[src/rtl/slt_pkg.sv]
// ----------------------------------------------------------------------------
// slt_pkg
// Command and status codes shared by the sorted list table.
// ----------------------------------------------------------------------------
package slt_pkg;

  localparam int CmdW    = 2;
  localparam int StatusW = 3;
  localparam int ValueW  = 32;
  localparam int CountW  = 5;

  typedef logic [CmdW-1:0]    cmd_t;
  typedef logic [StatusW-1:0] status_t;

  localparam cmd_t CMD_INSERT = 2'd0;
  localparam cmd_t CMD_DELETE = 2'd1;
  localparam cmd_t CMD_SEARCH = 2'd2;

  localparam status_t ST_INSERTED  = 3'd0;
  localparam status_t ST_DELETED   = 3'd1;
  localparam status_t ST_FOUND     = 3'd2;
  localparam status_t ST_NOT_FOUND = 3'd3;
  localparam status_t ST_EMPTY     = 3'd4;
  localparam status_t ST_FULL      = 3'd5;

endpackage

[src/rtl/slt_ram.sv]
// ----------------------------------------------------------------------------
// slt_ram
// Generic single-write, single-read RAM with registered read data.
// ----------------------------------------------------------------------------
module slt_ram #(
  parameter int WIDTH = 32,
  parameter int DEPTH = 16
) (
  input  logic                     clk,
  input  logic                     we,
  input  logic [$clog2(DEPTH)-1:0] waddr,
  input  logic [WIDTH-1:0]         wdata,
  input  logic [$clog2(DEPTH)-1:0] raddr,
  output logic [WIDTH-1:0]         rdata
);

  logic [WIDTH-1:0] mem [DEPTH];

  always_ff @(posedge clk) begin
    if (we) begin
      mem[waddr] <= wdata;
    end
    rdata <= mem[raddr];
  end

endmodule

[src/rtl/sorted_list_table_core.sv]
// ----------------------------------------------------------------------------
// sorted_list_table_core
// Bounded store of signed values kept in ascending order in a RAM.
// ----------------------------------------------------------------------------
// Input channel: in_valid/in_stall carry a beat of in_cmd (insert, delete,
// search) and in_value. Result channel: out_valid/out_stall carry a beat of
// out_status and out_entry_count (entry count after the command, low 5 bits).
// One command is worked at a time; in_stall is high while it runs.
// Insert walks from the tail toward its slot, moving each larger entry up
// one place, and writes the value where the walk stops (at the head when
// every stored entry is greater than the value).
// Delete and search walk from the head, one RAM read and compare per entry;
// delete moves the entries after the match down as it goes and walks all
// stored entries, while search stops at the first match.
// Full insert, empty delete/search and unused codes go straight to the done state.
// Each step is bounded by the single RAM read port with registered read data.
// The result sits in an output register; a stalled result holds the
// finished command, and the next command is accepted as soon as the result
// has been loaded into that register.
// Reset empties the store at once; no clearing pass is needed.
// ----------------------------------------------------------------------------
module sorted_list_table_core #(
  parameter int MAX_ENTRIES = 16
) (
  input  logic                       clk,
  input  logic                       rst_n,
  input  logic                       in_valid,
  output logic                       in_stall,
  input  logic [slt_pkg::CmdW-1:0]   in_cmd,
  input  logic signed [31:0]         in_value,
  output logic                       out_valid,
  input  logic                       out_stall,
  output logic [slt_pkg::StatusW-1:0] out_status,
  output logic [slt_pkg::CountW-1:0] out_entry_count
);

  localparam int AW = $clog2(MAX_ENTRIES);
  localparam int CW = $clog2(MAX_ENTRIES + 1);
  localparam int EW = (CW > slt_pkg::CountW) ? CW : slt_pkg::CountW;

  localparam logic [2:0] S_IDLE     = 3'd0;
  localparam logic [2:0] S_INS_RD   = 3'd1;
  localparam logic [2:0] S_INS_CMP  = 3'd2;
  localparam logic [2:0] S_SCAN_RD  = 3'd3;
  localparam logic [2:0] S_SCAN_CMP = 3'd4;
  localparam logic [2:0] S_DONE     = 3'd5;

  logic [2:0]              state_r, state_nxt;
  logic [CW-1:0]           count_r, count_nxt;
  logic [CW-1:0]           idx_r, idx_nxt;
  logic                    found_r, found_nxt;
  slt_pkg::cmd_t           cmd_r, cmd_nxt;
  logic signed [31:0]      val_r, val_nxt;
  slt_pkg::status_t        st_r, st_nxt;
  logic                    out_valid_r, out_valid_nxt;
  slt_pkg::status_t        out_status_r, out_status_nxt;
  logic [slt_pkg::CountW-1:0] out_cnt_r, out_cnt_nxt;

  logic                    ram_we;
  logic [AW-1:0]           ram_waddr;
  logic [31:0]             ram_wdata;
  logic [AW-1:0]           ram_raddr;
  logic [31:0]             ram_rdata;
  logic [CW-1:0]           idx_m1;
  logic [EW-1:0]           cnt_ext;

  slt_ram #(
    .WIDTH (slt_pkg::ValueW),
    .DEPTH (MAX_ENTRIES)
  ) u_ram (
    .clk   (clk),
    .we    (ram_we),
    .waddr (ram_waddr),
    .wdata (ram_wdata),
    .raddr (ram_raddr),
    .rdata (ram_rdata)
  );

  assign idx_m1          = idx_r - CW'(1);
  assign in_stall        = (state_r != S_IDLE);
  assign out_valid       = out_valid_r;
  assign out_status      = out_status_r;
  assign out_entry_count = out_cnt_r;
  assign cnt_ext         = EW'(count_r);

  always_comb begin
    state_nxt      = state_r;
    count_nxt      = count_r;
    idx_nxt        = idx_r;
    found_nxt      = found_r;
    cmd_nxt        = cmd_r;
    val_nxt        = val_r;
    st_nxt         = st_r;
    out_valid_nxt  = out_valid_r;
    out_status_nxt = out_status_r;
    out_cnt_nxt    = out_cnt_r;
    ram_we         = 1'b0;
    ram_waddr      = idx_r[AW-1:0];
    ram_wdata      = val_r;
    ram_raddr      = idx_r[AW-1:0];

    if (out_valid_r && !out_stall) begin
      out_valid_nxt = 1'b0;
    end

    case (state_r)
      S_IDLE: begin
        if (in_valid) begin
          cmd_nxt   = in_cmd;
          val_nxt   = in_value;
          found_nxt = 1'b0;
          state_nxt = S_DONE;
          case (in_cmd)
            slt_pkg::CMD_INSERT: begin
              if (count_r == CW'(MAX_ENTRIES)) begin
                st_nxt = slt_pkg::ST_FULL;
              end else begin
                idx_nxt   = count_r;
                state_nxt = S_INS_RD;
              end
            end
            slt_pkg::CMD_DELETE: begin
              if (count_r == '0) begin
                st_nxt = slt_pkg::ST_EMPTY;
              end else begin
                idx_nxt   = '0;
                state_nxt = S_SCAN_RD;
              end
            end
            slt_pkg::CMD_SEARCH: begin
              if (count_r == '0) begin
                st_nxt = slt_pkg::ST_NOT_FOUND;
              end else begin
                idx_nxt   = '0;
                state_nxt = S_SCAN_RD;
              end
            end
            default: begin
              st_nxt = slt_pkg::ST_NOT_FOUND;
            end
          endcase
        end
      end
      S_INS_RD: begin
        if (idx_r == '0) begin
          ram_we    = 1'b1;
          ram_waddr = '0;
          ram_wdata = val_r;
          count_nxt = count_r + CW'(1);
          st_nxt    = slt_pkg::ST_INSERTED;
          state_nxt = S_DONE;
        end else begin
          ram_raddr = idx_m1[AW-1:0];
          state_nxt = S_INS_CMP;
        end
      end
      S_INS_CMP: begin
        ram_we    = 1'b1;
        ram_waddr = idx_r[AW-1:0];
        if ($signed(ram_rdata) > val_r) begin
          ram_wdata = ram_rdata;
          idx_nxt   = idx_m1;
          state_nxt = S_INS_RD;
        end else begin
          ram_wdata = val_r;
          count_nxt = count_r + CW'(1);
          st_nxt    = slt_pkg::ST_INSERTED;
          state_nxt = S_DONE;
        end
      end
      S_SCAN_RD: begin
        if (idx_r == count_r) begin
          state_nxt = S_DONE;
          if (found_r) begin
            count_nxt = count_r - CW'(1);
            st_nxt    = slt_pkg::ST_DELETED;
          end else begin
            st_nxt    = slt_pkg::ST_NOT_FOUND;
          end
        end else begin
          ram_raddr = idx_r[AW-1:0];
          state_nxt = S_SCAN_CMP;
        end
      end
      S_SCAN_CMP: begin
        idx_nxt   = idx_r + CW'(1);
        state_nxt = S_SCAN_RD;
        if (found_r) begin
          ram_we    = 1'b1;
          ram_waddr = idx_m1[AW-1:0];
          ram_wdata = ram_rdata;
        end else if (ram_rdata == val_r) begin
          if (cmd_r == slt_pkg::CMD_SEARCH) begin
            st_nxt    = slt_pkg::ST_FOUND;
            state_nxt = S_DONE;
          end else begin
            found_nxt = 1'b1;
          end
        end
      end
      S_DONE: begin
        if (!out_valid_r || !out_stall) begin
          out_valid_nxt  = 1'b1;
          out_status_nxt = st_r;
          out_cnt_nxt    = cnt_ext[slt_pkg::CountW-1:0];
          state_nxt      = S_IDLE;
        end
      end
      default: begin
        state_nxt = S_IDLE;
      end
    endcase
  end

  always_ff @(posedge clk) begin
    if (!rst_n) begin
      state_r     <= S_IDLE;
      count_r     <= '0;
      out_valid_r <= 1'b0;
      found_r     <= 1'b0;
    end else begin
      state_r     <= state_nxt;
      count_r     <= count_nxt;
      out_valid_r <= out_valid_nxt;
      found_r     <= found_nxt;
    end
  end

  always_ff @(posedge clk) begin
    idx_r        <= idx_nxt;
    cmd_r        <= cmd_nxt;
    val_r        <= val_nxt;
    st_r         <= st_nxt;
    out_status_r <= out_status_nxt;
    out_cnt_r    <= out_cnt_nxt;
  end

endmodule

[config.mk]
export PLATFORM = sky130hd
export DESIGN_NAME = sorted_list_table_core
export DESIGN_NICKNAME = d
export VERILOG_FILES = /design/src/rtl/slt_pkg.sv /design/src/rtl/slt_ram.sv /design/src/rtl/sorted_list_table_core.sv
export SDC_FILE = /design/constraint.sdc
export NUM_CORES = 1
export LEC_CHECK = 0
export ABC_AREA = 1
export BUFFER_PORTS_ARGS = -buffer_cell sky130_fd_sc_hd__buf_2
export CORE_MARGIN = 3
export CORE_UTILIZATION = 40
export CTS_CLUSTER_SIZE = 25
export DETAILED_ROUTE_END_ITERATION = 10
export SLEW_MARGIN = 40
export SYNTH_ARGS = -nofsm -noshare
export SYNTH_HDL_FRONTEND = slang
export SYNTH_SLANG_ARGS = --single-unit
export TNS_END_PERCENT = 5
[constraint.sdc]
create_clock -name clk -period 9.77 [get_ports clk]
set_clock_uncertainty 0.1 [all_clocks]
set_input_delay 0.977 -clock clk [delete_from_list [all_inputs] [get_ports clk]]
set_output_delay 0.977 -clock clk [all_outputs]
set_load 0.02 [all_outputs]
==> results.toml <==
[sta]
finalSetupViolCount = 0
slew_violations = 0
relSlewSlack_pct = 44.42
rsz0062_at_grt = "no"
period_share_pct = 44.13
worst_pin_slew_ns = 0.8319
hold_viol_final = 0
max_freq_ghz = 0.2319
finalSetupTns_ns = 0
min_period_ns = 4.312

[floorplan]
die_w_microns = 260.8
fp-row-count = 92
die_h_microns = 260.8
core-area_sq_um = 63660
die_area_sq_um = 68020
io_pins = 48
start_util_pct = 40.80

[global_route]
grt_max_degree = 77
antenna_found_initial = 2
gr-total-overflow = 0
grt_pass1_vias = 15300
grt_pass1_wl_mm = 93.74
grt_use_total_pct = 18.29

[synth]
ys_seq_area_share_pct = 68.22
synth_area_leaders = "edfxtp_1 (65%), mux2i_1 (9.9%), nand2_1 (5.3%)"
synth_edf_count = 562
synth_fp_nets = 2089
yosysWarnings = 0
synth_common_cells = "edfxtp_1 (562), nand2_1 (370), mux2i_1 (256)"
synth_ff_type = "edfxtp_1"
ys_seq_elements = 604
avgSynthCellArea_sq_um = 12.95
ys_types = 46
yosysMostFrequentCell = "edfxtp_1"
syn_area_sq_um = 25970
syn_inst = 2006
yosys.area.top_type = "edfxtp_1"
async_flop_share_pct = 0
yosysTopAreaCellShare_pct = 64.98

[setup_path]
cp_slowest_cell = "clkinv_2"
crit_fanout = 51
path_cells = "inv_1 > ha_1 > nand3_1 > inv_2 > nor2_2 > inv_2 > o22ai_4 > buf_4 > clkinv_2 > buf_4 > nand3_1 > nand2_1 > a21oi_1 > nor2_1"
critPathRequiredTime_ns = 10.20
critPathMaxStageDelay_ns = 0.82
crit_type = "register to register"
endpoint_kind = "register"
reg2reg_depth = 14
worst_setup_path_start_kind = "register"
arrival_ns = 4.74

[clocking]
clk_latency_ns = 0.65
clkTransAtPathRegs_ns = 0.07
clock_path_buffers = 3
cts.hold.buffers_added = 0
htree_levels = 2
cts_sinks = 604
tritoncts.num_buffers = 61
cts_tree = "yes"
clockRootBuffer = "clkbuf_16"
cts_setup_buffers = 0
cts-resized-gates = 0

[pwr]
powerDensity_nw_per_um2 = 357.7
power_leakage_nw = 11.20
ir_drop_mv = 0.2411

[placement]
dpl.hpwl_mm = 33.04
place_inst = 2838
placed_area_sq_um = 27280
port_buffers = 47
place_congestion = 0.8800

[final_layout]
layout.nets = 2138
num-fill-cells = 5613
stdcell_area_sq_um = 29340
multi_input_area_sq_um = 7508
fin_cells = 2954
layout-drive-gt1-share_pct = 11.20
areaGrowthSynthToFinish_pct = 12.99
ff_latch_area_sq_um = 17720

[detailed_routing]
drtPass1Iterations = 5
drt_iter0_drc = 1379
wire_per_inst_microns = 20.92
drc = 0
viasPerCell = 5.271
via_count = 15570
final_antenna_net_count = 0
totalWireLength_mm = 61.80

[worst_hold_path]
hold_path_depth = 0
hold_path.class = "register to register"

[run_status]
status = "finished, final reports clean"

[run]
drv_cap = 0
-- critical path, delay by kind of cell (launching register included) --
kind	cells	cell delay (ns)
buffers and inverters	6	2.43
AND/OR/NAND/NOR	5	0.55
flip-flops	1	0.49
AO/OA/AOI/OAI	2	0.33
adder cells (fa/ha/maj)	1	0.23
-- routing by layer --
metal,global-route usage [%],vias up,wire [microns]
li1,-,7297,-
met1,25.80,7764,28270
met2,29.31,401,28400
met3,2.979,107,3763
met4,5.172,2,1347
met5,0,-,13
-- through the flow --
step,power (mW),hold slack [ns],worst slack [ns],utilization [%]
2_1_floorplan,7.119,0.3003,6.276,-
3_3_place_gp,8.065,0.3026,5.592,42.53
3_5_place_dp,8.202,0.3052,5.693,42.86
4_1_cts,10.56,0.3217,5.665,46.03
5_1_grt,11.17,0.3333,5.172,46.09
6_report,10.50,0.3274,5.458,46.10
-- cells in the final DEF, fill, tap and decap left out, drive strengths merged, types with 2 or more instances in the layout --
| cell type | count |
|---|---|
| edfxtp | 562 |
| nand2 | 370 |
| mux2i | 256 |
| nor2 | 126 |
| nand3 | 119 |
| a21oi | 119 |
| inv | 116 |
| clkbuf | 79 |
| buf | 79 |
| o21ai | 76 |
| ha | 44 |
| dfxtp | 42 |
| o21bai | 32 |
| clkinv | 31 |
| nand4 | 7 |
| o22ai | 7 |
| bufinv | 6 |
| o221ai | 5 |
| xor2 | 4 |
| xnor2 | 4 |
| or2 | 3 |
| o211ai | 2 |
| a31oi | 2 |
| a211oi | 2 |
| nor3 | 2 |
-- path summary, 6_finish.rpt --
kind                                          from                 endpoint  slack [ns]
worst min-delay path             st_r[0]$_DFFE_PP_  out_status[0]$_DFFE_PP_        0.33
worst max register to register  idx_r[0]$_DFFE_PP_  u_ram.rdata[10]$_DFF_P_        5.46
worst max-delay path            idx_r[0]$_DFFE_PP_  u_ram.rdata[10]$_DFF_P_        5.46
worst min register to register   st_r[0]$_DFFE_PP_  out_status[0]$_DFFE_PP_        0.33
-- registers in the layout, summed over array words and instances (netlist names) --
register and count:
cmd_r 2, cnt_ext 5, found_r 1, idx_r 5, out_entry_count 5, out_status 3
out_valid 1, st_r 3, state_r 3, u_ram.mem 512, u_ram.rdata 32, val_r 32
-- cell type report --
type / count / share of cell area [%]
Sequential cell: 604 / 60.38
Antenna cell: 1 / 0.008528
Tap cell: 846 / 3.607
Clock inverter: 36 / 1.241
Multi-Input combinational cell: 1191 / 25.59
Inverter: 118 / 1.531
Timing Repair Buffer: 79 / 2.004
Clock buffer: 79 / 5.641
-- cell families (layout without fill, tap and decap cells) --
group / after synthesis / count (layout) / share of synthesized area [%]
and+or+nand+nor: 631 / 631 / 9.959
DFF: 604 / 604 / 68.22
muxes: 256 / 256 / 9.867
AOI/OAI and AO/OA: 251 / 251 / 5.507
buffers and inverters: 211 / 312 / 3.980
adders and majority gates: 45 / 45 / 2.197
xor gates and xnor gates: 8 / 8 / 0.2698
other: 0 / 1 / 0
-- power breakdown --
| part | leakage, nW | switching, mW | internal (mW) |
|---|---|---|---|
| combinational | 4.77 | 2.96 | 1.41 |
| clock | 0.986 | 0.984 | 1.35 |
| sequential | 5.44 | 0.132 | 3.66 |
Note: power is estimated with default switching activity, not from simulation.
